==> config.mk <==
export PLATFORM = sky130hd
export DESIGN_NAME = purifier_wash_fill_sequencer
export DESIGN_NICKNAME = d
export VERILOG_FILES = /design/src/rtl/pwfs_pkg.sv /design/src/rtl/pwfs_cfg_regs.sv /design/src/rtl/pwfs_step.sv /design/src/rtl/purifier_wash_fill_sequencer.sv
export SDC_FILE = /design/constraint.sdc
export NUM_CORES = 1
export LEC_CHECK = 0
export BUFFER_PORTS_ARGS = -buffer_cell sky130_fd_sc_hd__buf_4
export CAP_MARGIN = 20
export CORE_UTILIZATION = 40
export DETAILED_ROUTE_END_ITERATION = 12
export SLEW_MARGIN = 20
export SYNTH_ARGS = -nofsm -noshare
export SYNTH_HDL_FRONTEND = slang
export SYNTH_SLANG_ARGS = --single-unit
==> constraint.sdc <==
create_clock -name aclk -period 6.76 [get_ports aclk]
set_clock_uncertainty 0.05 [all_clocks]
set_input_delay 0.676 -clock aclk [delete_from_list [all_inputs] [get_ports aclk]]
set_output_delay 0.676 -clock aclk [all_outputs]
set_load 0.02 [all_outputs]
==> src/rtl/pwfs_pkg.sv <==
// shared types, codes and helpers for the purifier wash/fill sequencer
// no dependencies
`timescale 1ns / 1ps

package pwfs_pkg;

    // config register indexes
    localparam logic [2:0] CFG_WASH_LONG      = 3'd0;
    localparam logic [2:0] CFG_WASH_SHORT     = 3'd1;
    localparam logic [2:0] CFG_RINSE_INTERVAL = 3'd2;
    localparam logic [2:0] CFG_MAX_FILL       = 3'd3;
    localparam logic [2:0] CFG_STARTUP_DELAY  = 3'd4;

    localparam logic [31:0] WASH_LONG_RST      = 32'd18000;
    localparam logic [31:0] WASH_SHORT_RST     = 32'd10000;
    localparam logic [31:0] RINSE_INTERVAL_RST = 32'd3600000;
    localparam logic [31:0] MAX_FILL_RST       = 32'd7200000;
    localparam logic [15:0] STARTUP_DELAY_RST  = 16'd2000;

    // command codes
    localparam logic [1:0] FUNC_CHECK    = 2'd0;
    localparam logic [1:0] FUNC_POWER_ON = 2'd1;
    localparam logic [1:0] FUNC_SHUTDOWN = 2'd2;

    // valve drive codes
    localparam logic [1:0] VALVE_OFF  = 2'd0;
    localparam logic [1:0] VALVE_WASH = 2'd1;
    localparam logic [1:0] VALVE_FILL = 2'd2;

    // beep command codes
    localparam logic [1:0] BEEP_NONE       = 2'd0;
    localparam logic [1:0] BEEP_ONE_RAPID  = 2'd1;
    localparam logic [1:0] BEEP_TEN_NORMAL = 2'd2;
    localparam logic [1:0] BEEP_LONG_RAPID = 2'd3;

    // reported run state codes
    localparam logic [1:0] RUN_CODE_POWERED = 2'd0;
    localparam logic [1:0] RUN_CODE_ON      = 2'd1;
    localparam logic [1:0] RUN_CODE_RUNNING = 2'd2;
    localparam logic [1:0] RUN_CODE_DOWN    = 2'd3;

    // reported task codes
    localparam logic [2:0] TASK_CODE_IDLE = 3'd0;
    localparam logic [2:0] TASK_CODE_WASH = 3'd1;
    localparam logic [2:0] TASK_CODE_FILL = 3'd2;
    localparam logic [2:0] TASK_CODE_LACK = 3'd3;
    localparam logic [2:0] TASK_CODE_FULL = 3'd4;

    // alarm bit positions
    localparam int ALM_WASH  = 0;
    localparam int ALM_FILL  = 1;
    localparam int ALM_LACK  = 2;
    localparam int ALM_FULL  = 3;
    localparam int ALM_FAULT = 4;

    localparam int IN_BYTES  = 5;
    localparam int OUT_BYTES = 2;

    typedef enum logic [3:0] {
        RUN_POWERED = 4'b0001,
        RUN_ON      = 4'b0010,
        RUN_RUNNING = 4'b0100,
        RUN_DOWN    = 4'b1000
    } run_t;

    typedef enum logic [4:0] {
        TASK_IDLE = 5'b00001,
        TASK_WASH = 5'b00010,
        TASK_FILL = 5'b00100,
        TASK_LACK = 5'b01000,
        TASK_FULL = 5'b10000
    } task_t;

    typedef struct packed {
        logic [31:0] wash_long_ms;
        logic [31:0] wash_short_ms;
        logic [31:0] rinse_interval_ms;
        logic [31:0] max_fill_ms;
        logic [15:0] startup_delay_ms;
    } cfg_t;

    typedef struct packed {
        logic        wash_key_long;
        logic        high_switch_high;
        logic        low_switch_high;
        logic [31:0] now_ms;
        logic [1:0]  func;
    } item_t;

    typedef struct packed {
        run_t        run_mode;
        task_t       task_cur;
        logic        wash_begun;
        logic        fill_begun;
        logic        use_short_wash;
        logic [31:0] wash_start_time;
        logic [31:0] fill_start_time;
        logic [4:0]  alarm_active;
    } state_t;

    typedef struct packed {
        logic [2:0] task_now;
        logic [1:0] run_state;
        logic       beep_stop;
        logic [1:0] beep_start;
        logic [1:0] valve_drive;
    } result_t;

    function automatic logic [1:0] run_code(run_t r);
        logic [1:0] c;
        case (r)
            RUN_POWERED: c = RUN_CODE_POWERED;
            RUN_ON:      c = RUN_CODE_ON;
            RUN_RUNNING: c = RUN_CODE_RUNNING;
            RUN_DOWN:    c = RUN_CODE_DOWN;
            default:     c = RUN_CODE_POWERED;
        endcase
        return c;
    endfunction

    function automatic logic [2:0] task_code(task_t t);
        logic [2:0] c;
        case (t)
            TASK_IDLE: c = TASK_CODE_IDLE;
            TASK_WASH: c = TASK_CODE_WASH;
            TASK_FILL: c = TASK_CODE_FILL;
            TASK_LACK: c = TASK_CODE_LACK;
            TASK_FULL: c = TASK_CODE_FULL;
            default:   c = TASK_CODE_IDLE;
        endcase
        return c;
    endfunction

endpackage

==> src/rtl/pwfs_cfg_regs.sv <==
// configuration register file for the wash/fill sequencer
// depends on pwfs_pkg
`timescale 1ns / 1ps

module pwfs_cfg_regs (
    input  logic              aclk,
    input  logic              aresetn,
    input  logic              wr_en,
    input  logic [2:0]        wr_index,
    input  logic [31:0]       wr_data,
    output pwfs_pkg::cfg_t    cfg
);

    pwfs_pkg::cfg_t cfg_reg;
    pwfs_pkg::cfg_t cfg_next;

    always_comb begin
        cfg_next = cfg_reg;
        if (wr_en) begin
            case (wr_index)
                pwfs_pkg::CFG_WASH_LONG:      cfg_next.wash_long_ms      = wr_data;
                pwfs_pkg::CFG_WASH_SHORT:     cfg_next.wash_short_ms     = wr_data;
                pwfs_pkg::CFG_RINSE_INTERVAL: cfg_next.rinse_interval_ms = wr_data;
                pwfs_pkg::CFG_MAX_FILL:       cfg_next.max_fill_ms       = wr_data;
                pwfs_pkg::CFG_STARTUP_DELAY:  cfg_next.startup_delay_ms  = wr_data[15:0];
                default: ;
            endcase
        end
    end

    always_ff @(posedge aclk) begin
        if (!aresetn) begin
            cfg_reg.wash_long_ms      <= pwfs_pkg::WASH_LONG_RST;
            cfg_reg.wash_short_ms     <= pwfs_pkg::WASH_SHORT_RST;
            cfg_reg.rinse_interval_ms <= pwfs_pkg::RINSE_INTERVAL_RST;
            cfg_reg.max_fill_ms       <= pwfs_pkg::MAX_FILL_RST;
            cfg_reg.startup_delay_ms  <= pwfs_pkg::STARTUP_DELAY_RST;
        end else begin
            cfg_reg <= cfg_next;
        end
    end

    assign cfg = cfg_reg;

endmodule

==> src/rtl/pwfs_step.sv <==
// next-state and result logic for one item of the wash/fill sequencer
// depends on pwfs_pkg
`timescale 1ns / 1ps

module pwfs_step (
    input  pwfs_pkg::cfg_t    cfg,
    input  pwfs_pkg::item_t   item,
    input  pwfs_pkg::state_t  state_cur,
    output pwfs_pkg::state_t  state_upd,
    output pwfs_pkg::result_t result
);

    always_comb begin
        pwfs_pkg::state_t st;
        logic [1:0]  bp_code;
        logic        bp_cancel;
        logic [31:0] wash_len;
        logic [31:0] wash_end;
        logic [31:0] rinse_at;
        logic [31:0] fill_end;
        logic        lack;
        logic        full;
        logic        key;
        logic [31:0] now;

        st        = state_cur;
        bp_code   = pwfs_pkg::BEEP_NONE;
        bp_cancel = 1'b0;
        wash_len  = '0;
        wash_end  = '0;
        rinse_at  = '0;
        fill_end  = '0;
        lack      = item.low_switch_high;
        full      = item.high_switch_high;
        key       = item.wash_key_long;
        now       = item.now_ms;

        case (item.func)
            pwfs_pkg::FUNC_POWER_ON: begin
                st.run_mode = pwfs_pkg::RUN_ON;
            end
            pwfs_pkg::FUNC_SHUTDOWN: begin
                st.run_mode = pwfs_pkg::RUN_DOWN;
                case (st.task_cur)
                    pwfs_pkg::TASK_FILL: begin
                        st.fill_begun = 1'b0;
                        st.alarm_active[pwfs_pkg::ALM_FILL] = 1'b0;
                        bp_cancel = 1'b1;
                        bp_code   = pwfs_pkg::BEEP_NONE;
                    end
                    pwfs_pkg::TASK_WASH: begin
                        st.wash_begun = 1'b0;
                        st.alarm_active[pwfs_pkg::ALM_WASH] = 1'b0;
                    end
                    pwfs_pkg::TASK_FULL: begin
                        st.alarm_active[pwfs_pkg::ALM_FULL] = 1'b0;
                        bp_cancel = 1'b1;
                        bp_code   = pwfs_pkg::BEEP_NONE;
                    end
                    pwfs_pkg::TASK_LACK: begin
                        st.alarm_active[pwfs_pkg::ALM_LACK] = 1'b0;
                        bp_cancel = 1'b1;
                        bp_code   = pwfs_pkg::BEEP_NONE;
                    end
                    default: ;
                endcase
                st.task_cur = pwfs_pkg::TASK_IDLE;
            end
            pwfs_pkg::FUNC_CHECK: begin
                case (st.run_mode)
                    pwfs_pkg::RUN_ON: begin
                        if (now >= {16'd0, cfg.startup_delay_ms}) begin
                            st.run_mode = pwfs_pkg::RUN_RUNNING;
                        end
                    end
                    pwfs_pkg::RUN_DOWN: begin
                        // fault alarm fires only once after reset
                        if (!st.alarm_active[pwfs_pkg::ALM_FAULT]) begin
                            bp_cancel = 1'b1;
                            bp_code   = pwfs_pkg::BEEP_LONG_RAPID;
                            st.alarm_active[pwfs_pkg::ALM_FAULT] = 1'b1;
                        end
                    end
                    pwfs_pkg::RUN_RUNNING: begin
                        // lack pulls wash, fill and full into lack; a long key press below still wins
                        if (lack) begin
                            case (st.task_cur)
                                pwfs_pkg::TASK_FILL: begin
                                    st.fill_begun = 1'b0;
                                    st.alarm_active[pwfs_pkg::ALM_FILL] = 1'b0;
                                    bp_cancel   = 1'b1;
                                    bp_code     = pwfs_pkg::BEEP_NONE;
                                    st.task_cur = pwfs_pkg::TASK_LACK;
                                end
                                pwfs_pkg::TASK_WASH: begin
                                    st.wash_begun = 1'b0;
                                    st.alarm_active[pwfs_pkg::ALM_WASH] = 1'b0;
                                    st.task_cur = pwfs_pkg::TASK_LACK;
                                end
                                pwfs_pkg::TASK_FULL: begin
                                    st.alarm_active[pwfs_pkg::ALM_FULL] = 1'b0;
                                    bp_cancel   = 1'b1;
                                    bp_code     = pwfs_pkg::BEEP_NONE;
                                    st.task_cur = pwfs_pkg::TASK_LACK;
                                end
                                default: ;
                            endcase
                        end
                        // long key press forces a long wash
                        if (key) begin
                            if (st.task_cur == pwfs_pkg::TASK_FILL) begin
                                st.alarm_active[pwfs_pkg::ALM_FILL] = 1'b0;
                                bp_cancel = 1'b1;
                                bp_code   = pwfs_pkg::BEEP_NONE;
                            end else if (st.task_cur == pwfs_pkg::TASK_FULL) begin
                                st.alarm_active[pwfs_pkg::ALM_FULL] = 1'b0;
                                bp_cancel = 1'b1;
                                bp_code   = pwfs_pkg::BEEP_NONE;
                            end
                            st.use_short_wash = 1'b0;
                            st.task_cur       = pwfs_pkg::TASK_WASH;
                        end

                        wash_len = st.use_short_wash ? cfg.wash_short_ms : cfg.wash_long_ms;
                        wash_end = st.wash_start_time + wash_len;
                        rinse_at = st.wash_start_time + cfg.rinse_interval_ms;
                        fill_end = st.fill_start_time + cfg.max_fill_ms;

                        case (st.task_cur)
                            pwfs_pkg::TASK_IDLE: begin
                                st.task_cur = lack ? pwfs_pkg::TASK_LACK : pwfs_pkg::TASK_WASH;
                            end
                            pwfs_pkg::TASK_WASH: begin
                                if (!st.wash_begun) begin
                                    st.wash_begun      = 1'b1;
                                    st.wash_start_time = now;
                                end else begin
                                    st.alarm_active[pwfs_pkg::ALM_WASH] = 1'b1;
                                    if (now >= wash_end) begin
                                        st.wash_begun      = 1'b0;
                                        st.wash_start_time = now;
                                        st.alarm_active[pwfs_pkg::ALM_WASH] = 1'b0;
                                        st.task_cur = full ? pwfs_pkg::TASK_FULL
                                                           : pwfs_pkg::TASK_FILL;
                                    end
                                end
                            end
                            pwfs_pkg::TASK_FILL: begin
                                if (full) begin
                                    st.alarm_active[pwfs_pkg::ALM_FILL] = 1'b0;
                                    bp_cancel          = 1'b1;
                                    bp_code            = pwfs_pkg::BEEP_NONE;
                                    st.fill_begun      = 1'b0;
                                    st.fill_start_time = '0;
                                    st.task_cur        = pwfs_pkg::TASK_FULL;
                                end else if (!st.fill_begun) begin
                                    st.fill_begun      = 1'b1;
                                    st.fill_start_time = now;
                                end else begin
                                    if (!st.alarm_active[pwfs_pkg::ALM_FILL]) begin
                                        bp_cancel = 1'b1;
                                        bp_code   = pwfs_pkg::BEEP_ONE_RAPID;
                                        st.alarm_active[pwfs_pkg::ALM_FILL] = 1'b1;
                                    end
                                    // periodic rinse
                                    if (now >= rinse_at) begin
                                        st.alarm_active[pwfs_pkg::ALM_FILL] = 1'b0;
                                        bp_cancel         = 1'b1;
                                        bp_code           = pwfs_pkg::BEEP_NONE;
                                        st.use_short_wash = 1'b1;
                                        st.task_cur       = pwfs_pkg::TASK_WASH;
                                    end
                                    // overlong fill is a fault
                                    if (now >= fill_end) begin
                                        st.run_mode = pwfs_pkg::RUN_DOWN;
                                        st.task_cur = pwfs_pkg::TASK_IDLE;
                                        st.alarm_active[pwfs_pkg::ALM_FILL] = 1'b0;
                                        bp_cancel          = 1'b1;
                                        bp_code            = pwfs_pkg::BEEP_NONE;
                                        st.fill_begun      = 1'b0;
                                        st.fill_start_time = '0;
                                    end
                                end
                            end
                            pwfs_pkg::TASK_LACK: begin
                                if (!lack) begin
                                    st.alarm_active[pwfs_pkg::ALM_LACK] = 1'b0;
                                    bp_cancel         = 1'b1;
                                    bp_code           = pwfs_pkg::BEEP_NONE;
                                    st.use_short_wash = 1'b0;
                                    st.task_cur       = pwfs_pkg::TASK_WASH;
                                end else if (!st.alarm_active[pwfs_pkg::ALM_LACK]) begin
                                    bp_cancel = 1'b1;
                                    bp_code   = pwfs_pkg::BEEP_TEN_NORMAL;
                                    st.alarm_active[pwfs_pkg::ALM_LACK] = 1'b1;
                                end
                            end
                            pwfs_pkg::TASK_FULL: begin
                                if (!full) begin
                                    st.alarm_active[pwfs_pkg::ALM_FULL] = 1'b0;
                                    bp_cancel   = 1'b1;
                                    bp_code     = pwfs_pkg::BEEP_NONE;
                                    st.task_cur = pwfs_pkg::TASK_FILL;
                                end else if (!st.alarm_active[pwfs_pkg::ALM_FULL]) begin
                                    bp_cancel = 1'b1;
                                    bp_code   = pwfs_pkg::BEEP_ONE_RAPID;
                                    st.alarm_active[pwfs_pkg::ALM_FULL] = 1'b1;
                                end
                            end
                            default: ;
                        endcase
                    end
                    default: ;
                endcase
            end
            default: ;
        endcase

        state_upd = st;

        if (st.alarm_active[pwfs_pkg::ALM_FILL]) begin
            result.valve_drive = pwfs_pkg::VALVE_FILL;
        end else if (st.alarm_active[pwfs_pkg::ALM_WASH]) begin
            result.valve_drive = pwfs_pkg::VALVE_WASH;
        end else begin
            result.valve_drive = pwfs_pkg::VALVE_OFF;
        end
        result.beep_start = bp_code;
        result.beep_stop  = bp_cancel;
        result.run_state  = pwfs_pkg::run_code(st.run_mode);
        result.task_now   = pwfs_pkg::task_code(st.task_cur);
    end

endmodule

==> src/rtl/purifier_wash_fill_sequencer.sv <==
// top level of the purifier wash/fill sequencer: input stage, state, result register
// depends on pwfs_pkg, pwfs_cfg_regs and pwfs_step
`timescale 1ns / 1ps

// Water purifier wash/fill sequencer. Each input transfer is one command (check,
// power on, shut down) with the millisecond time, the low and high pressure switch
// levels and the wash key long press; each one yields exactly one result transfer
// with the valve drive, a one-shot beep start/stop command, the run state and the
// task. A transfer is held in an input register and processed, once the result
// register is free or being emptied, by a single pass of compare-and-transition
// logic that updates the sequencer state and loads the result register, so one
// item is taken every cycle while the output side is not stalled. A result is
// held in the result register until the output side is ready. The input register
// keeps accepting while a result waits to be taken, until both stages are full.
// The rate of one item per cycle is set by the state update loop. The config port
// is always ready; write it only while no item is in flight. Time compares are
// plain unsigned compares with 32-bit wrapping sums.
module purifier_wash_fill_sequencer (
    input  logic        aclk,
    input  logic        aresetn,

    // configuration write channel
    input  logic        cfg_valid,
    output logic        cfg_ready,
    input  logic [2:0]  cfg_index,
    input  logic [31:0] cfg_data,

    // command stream in
    input  logic        s_tvalid,
    output logic        s_tready,
    // func[1:0], now_ms[33:2], low_switch_high[34], high_switch_high[35],
    // wash_key_long[36], zero fill [39:37]
    input  logic [8*pwfs_pkg::IN_BYTES-1:0]  s_tdata,

    // result stream out
    output logic        m_tvalid,
    input  logic        m_tready,
    // valve_drive[1:0], beep_start[3:2], beep_stop[4], run_state[6:5],
    // task_now[9:7], zero fill [15:10]
    output logic [8*pwfs_pkg::OUT_BYTES-1:0] m_tdata
);

    localparam int ItemW = $bits(pwfs_pkg::item_t);
    localparam int ResW  = $bits(pwfs_pkg::result_t);

    pwfs_pkg::cfg_t    cfg;
    pwfs_pkg::state_t  state_reg;
    pwfs_pkg::state_t  state_next;
    pwfs_pkg::state_t  state_upd;
    pwfs_pkg::item_t   item_reg;
    pwfs_pkg::item_t   item_next;
    pwfs_pkg::result_t res_reg;
    pwfs_pkg::result_t res_next;
    pwfs_pkg::result_t res_comb;
    logic              in_vld_reg;
    logic              in_vld_next;
    logic              out_vld_reg;
    logic              out_vld_next;
    logic              advance;
    logic              s_xfer;

    // register writes are always accepted; nothing to wait for
    assign cfg_ready = 1'b1;

    pwfs_cfg_regs u_cfg (
        .aclk     (aclk),
        .aresetn  (aresetn),
        .wr_en    (cfg_valid),
        .wr_index (cfg_index),
        .wr_data  (cfg_data),
        .cfg      (cfg)
    );

    pwfs_step u_step (
        .cfg       (cfg),
        .item      (item_reg),
        .state_cur (state_reg),
        .state_upd (state_upd),
        .result    (res_comb)
    );

    // the held item moves on when the result register is free or being emptied
    assign advance  = in_vld_reg && (!out_vld_reg || m_tready);
    assign s_tready = !in_vld_reg || advance;
    assign s_xfer   = s_tvalid && s_tready;

    always_comb begin
        item_next    = s_xfer ? pwfs_pkg::item_t'(s_tdata[ItemW-1:0]) : item_reg;
        in_vld_next  = s_xfer ? 1'b1 : (advance ? 1'b0 : in_vld_reg);
        state_next   = advance ? state_upd : state_reg;
        res_next     = advance ? res_comb : res_reg;
        out_vld_next = advance ? 1'b1 : (m_tready ? 1'b0 : out_vld_reg);
    end

    // payload registers, no reset needed
    always_ff @(posedge aclk) begin
        item_reg <= item_next;
        res_reg  <= res_next;
    end

    // control and sequencer state
    always_ff @(posedge aclk) begin
        if (!aresetn) begin
            in_vld_reg                <= 1'b0;
            out_vld_reg               <= 1'b0;
            state_reg.run_mode        <= pwfs_pkg::RUN_POWERED;
            state_reg.task_cur        <= pwfs_pkg::TASK_IDLE;
            state_reg.wash_begun      <= 1'b0;
            state_reg.fill_begun      <= 1'b0;
            state_reg.use_short_wash  <= 1'b0;
            state_reg.wash_start_time <= '0;
            state_reg.fill_start_time <= '0;
            state_reg.alarm_active    <= '0;
        end else begin
            in_vld_reg  <= in_vld_next;
            out_vld_reg <= out_vld_next;
            state_reg   <= state_next;
        end
    end

    assign m_tvalid = out_vld_reg;
    assign m_tdata  = {{(8*pwfs_pkg::OUT_BYTES-ResW){1'b0}}, res_reg};

endmodule

### Yosys cells after proc, flatten, opt, wreduce, memory -nomap -nowiden

Cells that the tools add are included.

| word-level totals | value |
|---|---|
| bits in registers | 274 |
| bits of input ports | 80 |
| word-level logic and storage cells | 208 |

| operators by class | value |
|---|---|
| add/sub/neg operators | 3 |
| order comparisons | 4 |
| equality and inequality tests | 32 |
| multiplexer cells | 116 |
| reductions and logical operators | 25 |

Operator list:

| operator | number |
|---|---|
| $mux 32 | 8 |
| $add 32x32->32 | 3 |
| $ge 32x32->1 | 3 |
| $mux 72 | 1 |
| $mux 1 | 66 |
| $mux 5 | 10 |
| $ge 32x16->1 | 1 |
| $pmux 5 s5 | 1 |
| $mux 7 | 3 |
| $eq 5x3->1 const B | 4 |
| $eq 5x5->1 const B | 4 |
| $mux 4 | 5 |
| $mux 9 | 2 |
| $pmux 4 s2 | 2 |
| $eq 5x2->1 const B | 3 |
| $eq 5x4->1 const B | 3 |
| $reduce_and 5->1 | 3 |
| $mux 2 | 7 |
| $pmux 7 s2 | 1 |
| $pmux 2 s3 | 2 |
| $pmux 3 s4 | 1 |
| $pmux 4 s3 | 1 |
| $reduce_and 2->1 | 5 |
| $reduce_and 3->1 | 3 |
| other kinds (23) | 38 |

### Logic depth before layout (Yosys ltp)

Gate-level depths: netlist of run 1.

| depth | value |
|---|---|
| word-level depth | 19 |
| depth in mapped cells | 28 |
| depth with buffers taken out | 25 |

### Modules after synthesis

A second synthesis of run 1 with hierarchy kept.

| second synthesis, totals | value |
|---|---|
| cell total of the unflattened synthesis | 2208 |
| area total of the unflattened synthesis | 19702.6 um^2 |

Modules (own cells, without submodules):

| module | instances | cells an instance | area an instance (um^2) | seq. area each (um^2) |
|---|---|---|---|---|
| pwfs_step | 1 | 1264 | 9370.2 | 0.0 |
| pwfs_cfg_regs | 1 | 527 | 5510.3 | 2882.8 |
| purifier_wash_fill_sequencer | 1 | 417 | 4822.1 | 3072.9 |

### Least setup slack after synthesis of run 1

OpenSTA, ideal clock, no wires.

| timing | value |
|---|---|
| path kind | reg2reg |
| start point | register item_reg[36] (netlist name) |
| end point | register res_reg (netlist bit m_tdata[7]), data pin |
| library setup time | 256 ps |
| arrival | 5641 ps |
| required time | 6454 ps |
| slack | 813 ps |
| stages on the path, launching flop included | 27 |
| path buffers | 3 |
| period minus slack after synthesis | 5947 ps |
| path through | edfxtp_1 -> clkbuf_1 -> nor2b_1 -> clkbuf_1 -> clkbuf_1 -> mux2_2 -> ha_1 -> a21oi_1 -> nor3b_1 -> o21a_1 -> o2111ai_1 -> a221oi_1 -> a21oi_1 -> nand4_1 -> nand4b_1 -> a21oi_1 -> xnor2_1 -> ha_1 -> nand4_1 -> nor2_1 -> o2111a_1 -> o311a_1 -> nor2_1 -> o31a_1 -> o41ai_4 -> xor2_1 -> and4b_1 |

RTL lines:

| item | line | RTL |
|---|---|---|
| start, declared | purifier_wash_fill_sequencer.sv:50 | `pwfs_pkg::item_t item_reg;` |
| start signal, assigned | purifier_wash_fill_sequencer.sv:97 | `item_reg <= item_next;` |
| end signal, assigned | purifier_wash_fill_sequencer.sv:98 | `res_reg <= res_next;` |
| end, declared | purifier_wash_fill_sequencer.sv:52 | `pwfs_pkg::result_t res_reg;` |

==> reports/results.ini, run 1 <==
[yosys]
async_flop_share_pct=0
synth.distinct_cells=80
post-synth-top-area-fraction_pct=25.43
synth_area_per_cell_um2=8.629
syn-instance-count=2071
number_of_synthesized_register_bits=274
yosys.area.top_type=sky130_fd_sc_hd__dfxtp_1
synth_seq_area_share_pct=33.33
yosys_warnings=0
synth_top_cells_by_area=sky130_fd_sc_hd__dfxtp_1 (25%), sky130_fd_sc_hd__ha_1 (14%), sky130_fd_sc_hd__nand2_1 (8.0%)
synth-edff-count=47
syn-cell-area_um2=17870
postSynth.topFlopCell=sky130_fd_sc_hd__dfxtp_1

[die]
chipWidth_um=213.4
floorplan.initialDensity_pct=40.50
num_ports=99
design.die.area_um2=45520
die_y_um=213.4
coreArea_um2=44120
num_rows=77

[pwr]
power.clock.fraction_pct=46.6
share_comb_of_total_power_pct=8.9
power_density_nw_per_um2=195.2
p_switching_mw=0.9817
seq_power_share_pct=44.5
power_leakage_nw=8.597
swShare_pct=24.78
internal-power_mw=2.979
vdd.ir_drop.worst_uv=136.2

[run]
max_capacitance_violation_count=0

[layout]
post_route_cells_drive_above_1_share_pct=9.972
post-route-util_pct=45.98
largest_register_ff_count=144
final_net_count=2420
final_common_cell=sky130_fd_sc_hd__nand2_1
flow.area_growth_from_synthesis_pct=13.53
final_cell_mix=sky130_fd_sc_hd__nand2_1 (379), sky130_fd_sc_hd__dfxtp_1 (227), sky130_fd_sc_hd__ha_1 (205)
n_antenna_cell=0

[clocking]
cts_inserted_buffers=34
cts.path.max_buffers=3
clk_root_buffer_cell=sky130_fd_sc_hd__clkbuf_16
register_clock_pin_slew_on_the_reported_worst_setup_and_hold_paths_ns=0.06
clock-sinks=274
worst_skew_pair.late_latency_ns=0.55
cts-htree-levels=2
cts_hold_buf=0
tritoncts=yes
cts_resized=0
post_cts.repair.setup_buffers=0

[routing]
drt-wirelength-per-cell_um=17.89
met3WireLength_um=1779
met2_length_um=22160
maxUsedRoutingLayer=met4
detail_route.drc_violations=0
final_antenna_net_count=0
vias=15050
post_route_wl_um=49170
drt-initial-drc-count=922
met1_length_um=23790
number_of_detailed_routing_iterations_run_before_antenna_repair=5
via_per_inst=5.477

[setup_path]
worstPathMaxFanout=9
cp_cell_sequence=nor2b_4, buf_12, mux2_2, ha_1, o21ai_0, a21bo_2, a2111o_1, a21oi_1, nor3b_1, nor3b_2, nor3_1, o31ai_1, a21oi_1, xor2_1, ha_1, nand4_1, nor2_1, o2111a_1, o311a_1, nor2_1, o31a_1, o41ai_4, xor2_1, and4b_1
cp_slowest_cell=sky130_fd_sc_hd__edfxtp_1
worst_ep_required_time_ns=7.02
setup.worst_path.end_class=flop
max_stage_delay_ns=0.43
path_class=flop to flop
crit_arrival_ns=6.74
worstSetupStartpointType=flop

[placement]
hpwlAfterDp_um=36290
number_of_port_buffers=88
place.gp.congestion=0.9140

[timing]
report.final.setup_viol=0
fmax_ghz=0.1543
minimum_clock_period_ns=6.482
tightestPinTransition_ns=0.9585
slew-limit-headroom_pct=36.10
timing.final.hold_violations=0
report.final.slew_viol_count=0
share_of_the_clock_period_used_by_the_worst_path_pct=95.89
rsz0062_at_grt=no
totalNegativeSetupSlack_ns=0

[global_route]
total_routing_usage_gr_pct=21.67
grt_overflow=0
grt_first_pass_wirelength_um=76850
grt_antenna_before_repair=0
vias_in_the_first_global_route=14350
grt_start_max_net_pins=154

[min_path]
min_path_type=input pin to flop

[outcome]
status=finished clean

## routing by layer
metal,vias up,GRT usage [%]
met2,301,35.20
met1,7119,29.58
li1,7548,-
met4,0,8.005
met5,-,0
met3,82,2.373
## critical path, delay by kind of cell (launching register included)
kind	cells	cell delay [ns]
adders and majority gates	2	0.62
AOI/OAI and AO/OA	10	2.87
and+or+nand+nor	8	1.47
muxes	1	0.33
xor gates and xnor gates	2	0.28
buffers and inverters	1	0.18
DFF	1	0.43
## cells by family after synthesis
logic type | count (synthesis) | share of synthesized area (%)
AO/OA/AOI/OAI | 558 | 21.38
XOR/XNOR | 92 | 4.509
adder cells (fa/ha/maj) | 208 | 14.69
buffers and inverters | 139 | 3.109
flip-flops | 274 | 33.33
multiplexers | 64 | 3.802
other | 2 | 0.04203
AND/OR/NAND/NOR | 734 | 19.14
## Yosys cell counts (all sizes together) (4+ instances only)
library cell / number
or4: 6
a211o: 5
nand4: 16
a21o: 64
clkbuf: 73
nand2b: 24
and4: 7
dfxtp: 227
o21ai: 81
and2: 10
and3: 19
a31oi: 10
a221oi: 8
edfxtp: 47
xnor2: 44
nand3: 62
a21oi: 121
o31a: 4
a22oi: 32
xor2: 48
a211oi: 13
o22ai: 6
nor2b: 82
a21boi: 114
nor2: 70
or3: 11
o21a: 22
nand2: 380
o211ai: 18
nor4: 11
o21bai: 13
o31ai: 7
mux2i: 33
inv: 52
nor3b: 6
ha: 205
nor3: 21
o211a: 5
buf: 14
mux2: 31
## metrics by stage
| step | cells | hold WS [ns] | setup WS [ns] | instance area (um2) | power, mW |
|---|---|---|---|---|---|
| after floorplan | 2076 | 0.3851 | 0.8128 | 17890 | 1.996 |
| after global placement | 2688 | 0.3969 | 0.3133 | 19140 | 2.139 |
| after detailed placement | 2688 | 0.4027 | 0.1944 | 19140 | 2.148 |
| after CTS | 2748 | 0.2265 | 0.1627 | 20260 | 4.003 |
| after global routing | 2748 | 0.2341 | 0.03947 | 20290 | 4.115 |
| final | 2748 | 0.2501 | 0.2779 | 20290 | 3.961 |
## cell type report
class	count	area (um2)
Clock buffer	53	1069
Clock inverter	7	58.81
Fill cell	4319	23840
Inverter	52	195.2
Multi-Input combinational cell	1663	11440
Sequential cell	274	5956
Tap cell	592	740.7
Timing Repair Buffer	107	832.0
## power groups by stage
stage          clock, mW  sequential (mW)  combinational, mW
3_5_place_dp           0             1.79              0.353
4_1_cts             1.89             1.76              0.356
3_3_place_gp           0             1.79              0.345
2_1_floorplan          0             1.77              0.228
6_report            1.85             1.76              0.354
5_1_grt             1.95             1.77              0.398
## worst paths after layout
| kind | slack (ns) | cells after the start | endpoint | start |
|---|---|---|---|---|
| worst max-delay path | 0.28 | 24 | m_tdata[7]$_DFFE_PP_ | item_reg[36]$_DFFE_PP_ |
| worst min-delay path | 0.25 | 1 | item_reg[25]$_DFFE_PP_ | s_tdata[25] |
| worst max register to register | 0.28 | 24 | m_tdata[7]$_DFFE_PP_ | item_reg[36]$_DFFE_PP_ |
| worst min register to register | 0.41 | 2 | u_cfg.cfg[98]$_SDFFE_PN0P_ | u_cfg.cfg[98]$_SDFFE_PN0P_ |
No activity file was read; power rests on OpenSTA's default activity.
==> run 2, diff against run 1 <==
- ABC_AREA: default -> 1
- SETUP_SLACK_MARGIN: default -> 0.5
==> reports/results.ini, run 2 <==
[yosys]
synth_top_cells_by_area=sky130_fd_sc_hd__dfxtp_1 (25%), sky130_fd_sc_hd__ha_1 (14%), sky130_fd_sc_hd__nand2_1 (10%)
postSynth.topFlopCell=sky130_fd_sc_hd__dfxtp_1
synth_top_cells_by_count=sky130_fd_sc_hd__nand2_1 (479), sky130_fd_sc_hd__nor2_1 (334), sky130_fd_sc_hd__a21oi_1 (267), sky130_fd_sc_hd__dfxtp_1 (227), sky130_fd_sc_hd__ha_1 (205)
synth-edff-count=47
number_of_synthesized_register_bits=274
post-synth-top-area-fraction_pct=25.42
syn-cell-area_um2=17880
synth_area_per_cell_um2=7.267
async_flop_share_pct=0
yosys_warnings=0
syn-instance-count=2460
yosys.cell_count.top_type=sky130_fd_sc_hd__nand2_1
synth_seq_area_share_pct=33.31
synth.distinct_cells=53
yosys.area.top_type=sky130_fd_sc_hd__dfxtp_1

[layout]
filler_cell_count=4518
final_common_cell=sky130_fd_sc_hd__nand2_1
largest_register_ff_count=144
final_cell_mix=sky130_fd_sc_hd__nand2_1 (478), sky130_fd_sc_hd__nor2_1 (330), sky130_fd_sc_hd__a21oi_1 (267)
post_route_cells_drive_above_1_share_pct=8.598
post-route-util_pct=45.89
flow.area_growth_from_synthesis_pct=13.26
finish.cell_count_without_fillers=3139
final_net_count=2812
n_antenna_cell=0

[routing]
via_per_inst=5.197
drt-wirelength-per-cell_um=15.98
drt-initial-drc-count=950
number_of_detailed_routing_iterations_run_before_antenna_repair=5
detail_route.drc_violations=0
post_route_wl_um=50160
final_antenna_net_count=0
vias=16310

[timing]
slew-limit-headroom_pct=32.04
minimum_clock_period_ns=5.771
rsz0062_at_grt=no
share_of_the_clock_period_used_by_the_worst_path_pct=85.37
report.final.setup_viol=0
timing.final.hold_violations=0
totalNegativeSetupSlack_ns=0
tightestPinTransition_ns=1.013
report.final.slew_viol_count=0
fin_hold_ws_ns=0.2579
fmax_ghz=0.1733

[setup_path]
crit_arrival_ns=6.02
top_family_by_delay_on_critical_path=simple AND/OR/NAND/NOR gates
worstPathBufferInverterCount=2
setup.worst_path.end_class=flop
cp_slowest_cell=sky130_fd_sc_hd__edfxtp_1
worst_ep_required_time_ns=7.01
path_class=flop to flop
worstSetupStartpointType=flop
worstPathMaxFanout=33
timing.reg2reg.setup_slack_ns=0.99
critical-path-top-cell-by-count=sky130_fd_sc_hd__nand2_1
max_stage_delay_ns=0.49

[global_route]
grt_first_pass_wirelength_um=79810
top_usage_layer=met2
grt_start_max_net_pins=98
global_route.usage.met3_pct=2.548
grt_antenna_before_repair=0
gr-usage-met2_pct=36.21
vias_in_the_first_global_route=15590
total_routing_usage_gr_pct=22.10
groute.layer.met1.usage_pct=30.13
grt_overflow=0

[min_path]
min_path_type=input pin to flop

[placement]
dp_cells=3077
hpwlAfterDp_um=38350
place.gp.congestion=0.9336
number_of_port_buffers=88

[run]
max_capacitance_violation_count=0

[die]
coreArea_um2=44120
floorplan.initialDensity_pct=40.51
chipWidth_um=213.4
die_y_um=213.4
num_rows=77
num_ports=99
design.die.area_um2=45540

[clocking]
clk_root_buffer_cell=sky130_fd_sc_hd__clkbuf_16
clock-sinks=274
cts_hold_buf=0
register_clock_pin_slew_on_the_reported_worst_setup_and_hold_paths_ns=0.06
cts_inserted_buffers=34
tritoncts=yes
cts.path.max_buffers=3
worst_skew_pair.late_latency_ns=0.54
cts-htree-levels=2

[outcome]
status=finished clean

[pwr]
vdd.ir_drop.worst_uv=150.1
power_leakage_nw=9.461
sum_of_internal_switching_and_leakage_power_mw=3.991
power_density_nw_per_um2=197.1

## run 2: worst reg2reg max path: cells and delay by family (launching register included)
| kind | cells | cell delay (ns) |
|---|---|---|
| DFF | 1 | 0.49 |
| AOI/OAI and AO/OA | 9 | 1.67 |
| buffers and inverters | 2 | 0.59 |
| adders and majority gates | 2 | 0.54 |
| and+or+nand+nor | 21 | 2.18 |
## run 2: cell families (layout without fill, tap and decap cells)
logic type	Yosys count	count (layout)	synth area share, %
muxes	1	1	0.05599
AOI/OAI and AO/OA	563	563	16.98
other	2	7	0.04201
adders and majority gates	208	208	14.68
buffers and inverters	302	384	6.572
xor gates and xnor gates	91	91	4.458
DFF	274	274	33.31
and+or+nand+nor	1019	1019	23.89
## run 2: per-layer routing
| metal | vias to the layer above | part of all wire [%] |
|---|---|---|
| met4 | 0 | 2.5 |
| met2 | 330 | 45 |
| li1 | 8392 | - |
| met3 | 80 | 4.1 |
| met5 | - | 0 |
| met1 | 7511 | 48 |
## run 2: timing repair
action	in CTS	in global routing
buffers inserted	0	1
gates resized for setup	0	5
setup endpoints to repair	0	39
## run 2: power breakdown
part           internal [mW]  switching, mW  total, mW
sequential              1.71         0.0570       1.77
combinational          0.153          0.257      0.410
clock                   1.08          0.728       1.81
## run 2: per-stage QoR
stage / cell area (um2) / setup WS [ns]
6_report: 20250 / 0.9892
5_1_grt: 20250 / 0.5164
4_1_cts: 20190 / 0.7221
3_5_place_dp: 19080 / 0.7396
3_3_place_gp: 19080 / 0.7829
2_1_floorplan: 17900 / 2.013
## run 2: path summary, 6_finish.rpt
kind / startpoint / end / cells after the start
hold / removal: s_tdata[2] / item_reg[2]$_DFFE_PP_ / 1
hold reg to reg: u_cfg.cfg[118]$_SDFFE_PN1P_ / u_cfg.cfg[118]$_SDFFE_PN1P_ / 2
setup reg to reg: item_reg[36]$_DFFE_PP_ / m_tdata[7]$_DFFE_PP_ / 34
setup / recovery: item_reg[36]$_DFFE_PP_ / m_tdata[7]$_DFFE_PP_ / 34
## run 2: layout make-up
class	count	area [um2]	share of cell area [%]
well taps	592	740.7	3.658
repair buffers	104	817.0	4.035
clock inverters	8	48.80	0.2410
flip-flops and latches	274	5956	29.42
inverters	220	833.3	4.116
clock buffers	51	1060	5.234
multi-input cells	1889	10790	53.28
repair inverters	1	5.005	0.02472
